--- config.mk ---
export PLATFORM = sky130hd
export DESIGN_NAME = implode_ctrl
export DESIGN_NICKNAME = d
export VERILOG_FILES = /design/src/hdl/implode_pkg.sv /design/src/hdl/implode_ctrl.sv
export SDC_FILE = /design/constraint.sdc
export NUM_CORES = 1
export LEC_CHECK = 0
export BUFFER_PORTS_ARGS = -buffer_cell sky130_fd_sc_hd__clkbuf_2
export CAP_MARGIN = 30
export CELL_PAD_IN_SITES_DETAIL_PLACEMENT = 1
export CELL_PAD_IN_SITES_GLOBAL_PLACEMENT = 1
export CORE_MARGIN = 2
export CORE_UTILIZATION = 39
export DETAILED_ROUTE_END_ITERATION = 8
export PLACE_DENSITY_LB_ADDON = 0.25
export SYNTH_ARGS = -nofsm -noshare
export SYNTH_HDL_FRONTEND = slang
export SYNTH_SLANG_ARGS = --single-unit
--- constraint.sdc ---
create_clock -name clk -period 4.2 [get_ports clk]
set_input_delay 0.84 -clock clk [delete_from_list [all_inputs] [get_ports clk]]
set_output_delay 0.84 -clock clk [all_outputs]
set_load 0.02 [all_outputs]
--- src/hdl/implode_pkg.sv ---
`timescale 1ns / 1ps

package implode_pkg;

  localparam int HIST_AW = 12;
  localparam int POS_W = 5;
  localparam int CNT_OUT_W = 24;
  localparam logic [9:0] END_LEN = 10'd519;
  localparam logic [CNT_OUT_W-1:0] COUNT_MAX = 24'hFFFFFF;

  localparam logic [2:0] ST_RUN = 3'd0;
  localparam logic [2:0] ST_OK = 3'd1;
  localparam logic [2:0] ST_BAD_MODE = 3'd2;
  localparam logic [2:0] ST_BAD_DICT = 3'd3;
  localparam logic [2:0] ST_OVERRUN = 3'd4;
  localparam logic [2:0] ST_BAD_DIST = 3'd5;
  localparam logic [2:0] ST_SIZE = 3'd6;

  localparam logic CFG_FIXED = 1'b0;
  localparam logic CFG_TARGET = 1'b1;

  typedef enum logic [15:0] {
    S_IDLE  = 16'h0001,
    S_OFFER = 16'h0002,
    S_HDR0  = 16'h0004,
    S_HDR1  = 16'h0008,
    S_DISP  = 16'h0010,
    S_FLAG  = 16'h0020,
    S_LITW  = 16'h0040,
    S_LIT   = 16'h0080,
    S_LENW  = 16'h0100,
    S_LENX  = 16'h0200,
    S_DSTW  = 16'h0400,
    S_DSTX  = 16'h0800,
    S_CHK   = 16'h1000,
    S_CRD   = 16'h2000,
    S_CEM   = 16'h4000,
    S_RESP  = 16'h8000
  } state_t;

  typedef enum logic [1:0] {
    TR_LIT = 2'd0,
    TR_LEN = 2'd1,
    TR_DST = 2'd2
  } tree_t;

  typedef struct packed {
    state_t op;
    logic   start;
  } cmd_t;

  typedef struct packed {
    logic [1:0] hphase;
    logic       byte_ok;
    logic       hdr_bad;
    logic       copy_pending;
    logic       size_reached;
    logic       flag_bit;
    logic       ascii;
    logic       leaf;
    logic       is_end;
    logic       bits_ok;
    logic       overrun;
    logic       bad_dist;
    logic       stopped;
    logic       out_free;
  } sts_t;

  localparam logic [7:0] LEN_BR [16] = '{1, 2, 3, 3, 3, 2, 1, 0, 0, 0, 0, 0, 0, 0, 0, 0};
  localparam logic [7:0] DST_BR [16] = '{1, 2, 3, 6, 10, 16, 17, 8, 0, 0, 0, 0, 0, 0, 0, 0};
  localparam logic [7:0] LIT_BR [16] = '{1, 2, 4, 8, 15, 19, 18, 15, 14, 21, 37, 64, 37, 0,
                                         0, 0};

  localparam logic [7:0] LEN_SYM [16] = '{1, 3, 2, 0, 6, 5, 4, 10, 9, 8, 7, 13, 12, 11, 15, 14};

  localparam logic [7:0] DST_SYM [64] = '{
    0, 2, 1, 6, 5, 4, 3,
    21, 20, 19, 18, 17, 16, 15, 14, 13, 12, 11, 10, 9, 8, 7,
    47, 46, 45, 44, 43, 42, 41, 40, 39, 38, 37, 36, 35, 34, 33, 32,
    31, 30, 29, 28, 27, 26, 25, 24, 23, 22,
    63, 62, 61, 60, 59, 58, 57, 56, 55, 54, 53, 52, 51, 50, 49, 48};

  localparam logic [7:0] LIT_SYM [256] = '{
    32,
    117, 116, 115, 114, 111, 110, 108, 105, 101, 97, 69,
    112, 109, 104, 103, 102, 100, 99, 98, 84, 83, 82, 79, 78, 76, 73, 68, 67, 65, 49, 45,
    119, 107, 85, 80, 77, 70, 66, 61, 56, 55, 53, 52, 51, 50, 48, 46, 44, 41, 40, 13, 10,
    121, 120, 118, 95, 91, 87, 72, 71, 58, 57, 54, 47, 42, 39, 34, 9,
    93, 89, 88, 86, 75, 62, 43,
    122, 113, 38, 36, 33,
    124, 123, 106, 92, 90, 81, 74, 63, 60, 0,
    244, 243, 242, 238, 233, 229, 225, 223, 222, 221, 220, 219, 218, 217, 216, 215,
    214, 213, 212, 211, 210, 209, 208, 207, 206, 205, 204, 203, 202, 201, 200, 199,
    198, 197, 196, 195, 194, 193, 192, 191, 190, 189, 188, 187, 186, 185, 184, 183,
    182, 181, 180, 179, 178, 177, 176, 127, 126, 125, 96, 94, 64, 59, 37, 35,
    31, 30, 29, 28, 27, 25, 24, 23, 22, 21, 20, 19, 18, 17, 16, 15,
    14, 12, 11, 8, 7, 6, 5, 4, 3, 2, 1,
    255, 254, 253, 252, 251, 250, 249, 248, 247, 246, 245, 241, 240, 239, 237, 236,
    235, 234, 232, 231, 230, 228, 227, 226, 224, 175, 174, 173, 172, 171, 170, 169,
    168, 167, 166, 165, 164, 163, 162, 161, 160, 159, 158, 157, 156, 155, 154, 153,
    152, 151, 150, 149, 148, 147, 146, 145, 144, 143, 142, 141, 140, 139, 138, 137,
    136, 135, 134, 133, 132, 131, 130, 129, 128, 26};

  function automatic logic [7:0] tree_branch(tree_t t, logic [3:0] lvl);
    logic [7:0] r;
    r = '0;
    case (t)
      TR_LIT: r = LIT_BR[lvl];
      TR_LEN: r = LEN_BR[lvl];
      TR_DST: r = DST_BR[lvl];
      default: r = '0;
    endcase
    return r;
  endfunction

  function automatic logic [7:0] tree_symbol(tree_t t, logic [7:0] idx);
    logic [7:0] r;
    r = '0;
    case (t)
      TR_LIT: r = LIT_SYM[idx];
      TR_LEN: r = LEN_SYM[idx[3:0]];
      TR_DST: r = DST_SYM[idx[5:0]];
      default: r = '0;
    endcase
    return r;
  endfunction

endpackage

--- src/hdl/implode_ctrl.sv ---
`timescale 1ns / 1ps

module implode_ctrl (
  input  logic                clk,
  input  logic                rst_n,
  input  logic                in_valid,
  input  logic                in_req_type,
  output logic                in_ready,
  input  implode_pkg::sts_t   sts,
  output implode_pkg::cmd_t   cmd
);
  import implode_pkg::*;

  state_t state_r, state_nxt;
  logic   start;

  assign in_ready  = (state_r == S_IDLE);
  assign start     = in_valid && in_ready;
  assign cmd.op    = state_r;
  assign cmd.start = start;

  always_comb begin
    state_nxt = state_r;
    case (state_r)
      S_IDLE: begin
        if (start) begin
          if (!in_req_type) state_nxt = S_OFFER;
          else if (sts.stopped) state_nxt = S_RESP;
          else state_nxt = S_HDR0;
        end
      end
      S_OFFER: state_nxt = S_RESP;
      S_HDR0: begin
        if (sts.hphase != 2'd0) state_nxt = S_HDR1;
        else if (!sts.byte_ok || sts.hdr_bad) state_nxt = S_RESP;
        else state_nxt = S_HDR1;
      end
      S_HDR1: begin
        if (sts.hphase != 2'd1) state_nxt = S_DISP;
        else if (!sts.byte_ok || sts.hdr_bad) state_nxt = S_RESP;
        else state_nxt = S_DISP;
      end
      S_DISP: begin
        if (sts.copy_pending) state_nxt = S_CRD;
        else if (sts.size_reached) state_nxt = S_RESP;
        else state_nxt = S_FLAG;
      end
      S_FLAG: begin
        if (sts.flag_bit) state_nxt = S_LENW;
        else if (sts.ascii) state_nxt = S_LITW;
        else state_nxt = S_LIT;
      end
      S_LITW: if (sts.leaf) state_nxt = S_LIT;
      S_LIT: state_nxt = S_RESP;
      S_LENW: if (sts.leaf) state_nxt = S_LENX;
      S_LENX: state_nxt = sts.is_end ? S_RESP : S_DSTW;
      S_DSTW: if (sts.leaf) state_nxt = S_DSTX;
      S_DSTX: state_nxt = S_CHK;
      S_CHK: begin
        if (!sts.bits_ok || sts.overrun || sts.bad_dist) state_nxt = S_RESP;
        else state_nxt = S_CRD;
      end
      S_CRD: state_nxt = S_CEM;
      S_CEM: state_nxt = S_RESP;
      S_RESP: if (sts.out_free) state_nxt = S_IDLE;
      default: state_nxt = S_IDLE;
    endcase
  end

  always_ff @(posedge clk) begin
    if (!rst_n) begin
      state_r <= S_IDLE;
    end else begin
      state_r <= state_nxt;
    end
  end

endmodule

# ---- Yosys cells after proc, flatten, opt, wreduce, memory -nomap -nowiden
# Cells that the tools add are included.
dict set report totals {
  out_inout_bits 18
  elab_cells 50
  regBits 16
}
dict set report op_classes {
  n_eq_ne 22
  reduce_logical 9
  n_mux 18
}
# op count
set ops {}
lappend ops {{16-bit two-way mux} 15}
lappend ops {{16-bit case mux with 14 select lines} 1}
lappend ops {{16-bit by 1-bit == test with 1-bit output, second input constant} 1}
lappend ops {{16-bit by 10-bit == test with 1-bit output, second input constant} 1}
lappend ops {{16-bit by 11-bit == test with 1-bit output, second input constant} 1}
lappend ops {{16-bit by 12-bit == test with 1-bit output, second input constant} 1}
lappend ops {{16-bit by 13-bit == test with 1-bit output, second input constant} 1}
lappend ops {{16-bit by 14-bit == test with 1-bit output, second input constant} 1}
lappend ops {{16-bit by 15-bit == test with 1-bit output, second input constant} 1}
lappend ops {{16-bit == test, second input constant} 1}
lappend ops {{16-bit by 2-bit == test with 1-bit output, second input constant} 1}
lappend ops {{16-bit by 3-bit == test with 1-bit output, second input constant} 1}
lappend ops {{16-bit by 4-bit == test with 1-bit output, second input constant} 1}
lappend ops {{16-bit by 5-bit == test with 1-bit output, second input constant} 1}
lappend ops {{16-bit by 6-bit == test with 1-bit output, second input constant} 1}
lappend ops {{16-bit by 7-bit == test with 1-bit output, second input constant} 1}
lappend ops {{16-bit by 8-bit == test with 1-bit output, second input constant} 1}
lappend ops {{16-bit by 9-bit == test with 1-bit output, second input constant} 1}
lappend ops {{9-bit two-way mux} 1}
lappend ops {{8-bit two-way mux} 1}
lappend ops {{2-bit != test, second input constant} 4}
lappend ops {{5-bit AND reduction} 1}
lappend ops {{2-bit by 1-bit != test with 1-bit output, second input constant} 2}
lappend ops {{1-bit logical OR} 3}
lappend ops {{4 further kinds} 5}

# ---- Depth between registers and ports, before layout
dict set report logic_depth {
  ltp_word 5
  ltp_mapped 6
  mapped_depth_nobuf 5
}

# ---- Least setup slack after synthesis
# OpenSTA, ideal clock, no wires.
dict set report synth_timing {
  kind {register to output}
  startpoint {register state_r[2]}
  endpoint {output cmd[0] in the netlist's numbering}
  n_path_buf 2
  arrival_time_ns 2.276
  slack_ns 1.084
  path_stages_with_launch 6
  path_cell_list {dfxtp_1 > buf_6 > or4b_2 > nor4_1 > and2_1 > buf_4}
}
dict set report synth_between {
  elab_chain_len 2
}
# element line_no
set synth_rtl {}
lappend synth_rtl {{start, declared} implode_ctrl.sv:14} ;# state_t state_r, state_nxt;
lappend synth_rtl {{start signal, assigned} implode_ctrl.sv:74} ;# state_r <= state_nxt;
lappend synth_rtl {{16-bit by 1-bit == test with 1-bit output} implode_ctrl.sv:17} ;# assign in_ready = (state_r == S_IDLE);
lappend synth_rtl {{via in_ready} implode_ctrl.sv:8} ;# output logic in_ready,
lappend synth_rtl {{1-bit logical AND} implode_ctrl.sv:18} ;# assign start = in_valid && in_ready;
lappend synth_rtl {{end, declared} implode_ctrl.sv:10} ;# output implode_pkg::cmd_t cmd
# The timed path passes the listed nets, and every way through them passes these cells.

==> qor.txt <==
Mapped Nets: 162
Cell variety after synth: 47
Setup crit start kind: flip-flop
Final hold vios: 0
Post-Synth XOR/XNOR Area: 3.66%
LEAKAGE: 0.574 nW
Fin util: 44.7%
Antenna violations before repair: 0
Proportion of synthesized area in mux cells: 0%
Synth Area in Simple Gates: 41.7%
ANT cells: 0
Max-slew violations: 0
CTS clk-pin slew, worst paths: 0.10 ns
Site Rows: 20
Flops & latches, synth: 16
Synth Area in Adders: 0%
Reg2reg path depth: 5
DRT Wirelength: 3590 um
Cell Area, Synth: 0.00120 mm2
Max_cap viols: 0
Routed WL per cell: 17.5 um
Core Region: 0.00298 mm2
Layout Skew: 0.000756 ns
HP Start: state_r[13]$_SDFFE_PN0P_
Die width: 59.4 um
Slew headroom: 40.6%
Yosys Warn Count: 0
RD Place Congestion: 0.811
Final worst setup slack: 1.21 ns
Total Nets Final: 192
Critical-path maximum fanout: 9
Largest Register: state_r
Height of the die: 59.4 um
Vias in the first global route: 1,197
Post_cts resized: 0
Critical Path RT: 3.36 ns
CP Capture Type: output port
Final setup vio count: 0
CTS sink cnt: 16
VDD IR max: 0.143 mV
Clock period minus worst slack: 2.99 ns
DIE AREA: 0.00353 mm2
Setup bufs post-CTS: 0
Port bufs: 36
Initial core utilization: 40.2%
Final period utilization: 71.2%
Synth Area in Compound Gates: 14.7%
H-tree levels: 1
Area Overhead vs Synth: 11.2%
Final ANT Viol Nets: 0
TNS Setup: 0 ns
Post-synthesis sequential area ratio: 26.8%
Routed vias: 1,200
Hold endpoint: state_r[14]$_SDFFE_PN0P_
Post-synth ARST share: 0%
CP peak stage delay: 0.69 ns
FF-to-FF Start: state_r[0]$_SDFFE_PN1P_
Combinational family with the most area after synthesis: simple AND/OR/NAND/NOR gates
Placement Setup Slack: 1.56 ns
Synth Flop Type: dfxtp_1
Critical path arrival: 2.15 ns
Fillers: 384
Top flop regs: state_r: 16 flops
CP delay by family, top: simple AND/OR/NAND/NOR gates
Initial DRC Count: 26
RSZ-0062 raised after global routing: no
FMAX: 0.334 GHz
Worst skew pair latency: 0.31 ns
Average vias per placed instance: 5.85
Reg2reg end: state_r[0]$_SDFFE_PN1P_
I/O pin count: 37
First-pass iteration count of the detailed router: 4
Worst Path Class, Setup: flip-flop to output port
CP max stage cell: or4b_2
Total gr overflow: 0
Actual slew at the worst max-slew pin: 0.883 ns
Crit-path cells: or4b_2 -> nor4_1 -> and2_1 -> clkbuf_2
CTS tree: done
DP HPWL: 2790 um
HP Class: flip-flop to flip-flop
Number of enable flip-flop cells after synthesis: 0
Hold-fix buffers at CTS: 0
CTS root buf: clkbuf_4
Largest net degree at the start of global routing: 13
Syn Area/Cell: 8.37 um2
GRT Total Usage: 22.7%
First-pass GRT wire length: 5890 um
Register-to-register setup slack: 1.79 ns
Layout cells sized above 1: 32.0%
Power per cell area: 267 mW/mm2
Outcome: complete, no violations
Max clock buf depth: 2
Worst path bufs/invs: 1
Max reg flops: 16
Hold depth: 2
CTS Buf Count: 3
DRC violations left: 0
Post-Syn Instances: 143
-- per-layer routing --
| metal | part of all wire [%] | track usage [%] | vias to the layer above |
|---|---|---|---|
| li1 | - | - | 595 |
| met1 | 45 | 28.4 | 564 |
| met2 | 48 | 37.4 | 31 |
| met3 | 4.3 | 4.15 | 10 |
| met4 | 2.1 | 11.0 | 0 |
| met5 | 0 | 0 | - |
-- logic make-up after synthesis --
group,count (synthesis)
flops,16
buf+inv,20
simple gates,79
xor+xnor,5
compound gates,23
-- how the worst max path moves through the flow --
stage | from | endpoint | cells past startpoint
4_1_cts | state_r[2]$_SDFFE_PN0P_ | cmd[0] | 4
6_report | state_r[2]$_SDFFE_PN0P_ | cmd[0] | 4
3_3_place_gp | state_r[6]$_SDFFE_PN0P_ | cmd[0] | 4
2_1_floorplan | state_r[2]$_SDFFE_PN0P_ | cmd[0] | 5
3_5_place_dp | state_r[2]$_SDFFE_PN0P_ | cmd[0] | 4
5_1_grt | state_r[2]$_SDFFE_PN0P_ | cmd[0] | 4
-- worst register-to-register path, delay by kind of cell, from the launching register on --
family           cells  cell delay [ns]
AND/OR/NAND/NOR      3             1.57
AO/OA/AOI/OAI        2             0.33
flip-flops           1             0.39
-- where the power goes --
| group | switching [mW] | total [mW] | internal, mW | leakage, nW |
|---|---|---|---|---|
| combinational | 0.0484 | 0.0845 | 0.0361 | 0.423 |
| sequential | 0.00606 | 0.161 | 0.155 | 0.129 |
| clock | 0.0574 | 0.110 | 0.0531 | 0.0210 |
| total | 0.112 | 0.356 | 0.244 | 0.574 |
-- through the flow --
stage	cells	hold WS, ns	instance area, um2	total power [mW]
CTS	205	0.573	1330	0.361
global placement	201	0.532	1290	0.246
detailed placement	201	0.553	1290	0.248
global route	205	0.618	1330	0.373
floorplan	143	0.593	1200	0.221
finish	205	0.578	1330	0.356
-- cell usage in the layout, fill, tap and decap left out, types with 4 or more instances in the layout --
master,count
nor4b_1,5
nand2_1,12
dfxtp_1,16
nor3_1,4
nand3_1,8
or4_4,4
nor4_1,8
clkbuf_2,36
nor2_1,14
inv_1,9
a21oi_1,4
-- cells in the mapped netlist (3+ instances only) --
master	count	area, um2
dfxtp_1	16	320
nor2_1	14	52.6
nand2_1	12	45.0
inv_1	9	33.8
nand3_1	8	40.0
nor4_1	8	50.1
clkbuf_8	6	82.6
nor4b_1	5	43.8
a21oi_1	4	20.0
nor3_1	4	20.0
or4_4	4	45.0
nand4_1	3	18.8
or4_1	3	22.5
xor2_1	3	26.3
-- layout make-up --
| cell class | instances | area, um2 | area share, % |
|---|---|---|---|
| Clock buffer | 4 | 36.3 | 2.73 |
| Inverter | 9 | 33.8 | 2.54 |
| Multi-Input combinational cell | 107 | 719 | 54.0 |
| Sequential cell | 16 | 320 | 24.1 |
| Tap cell | 33 | 41.3 | 3.10 |
| Timing Repair Buffer | 36 | 180 | 13.5 |
(Power assumes the default switching activity.)
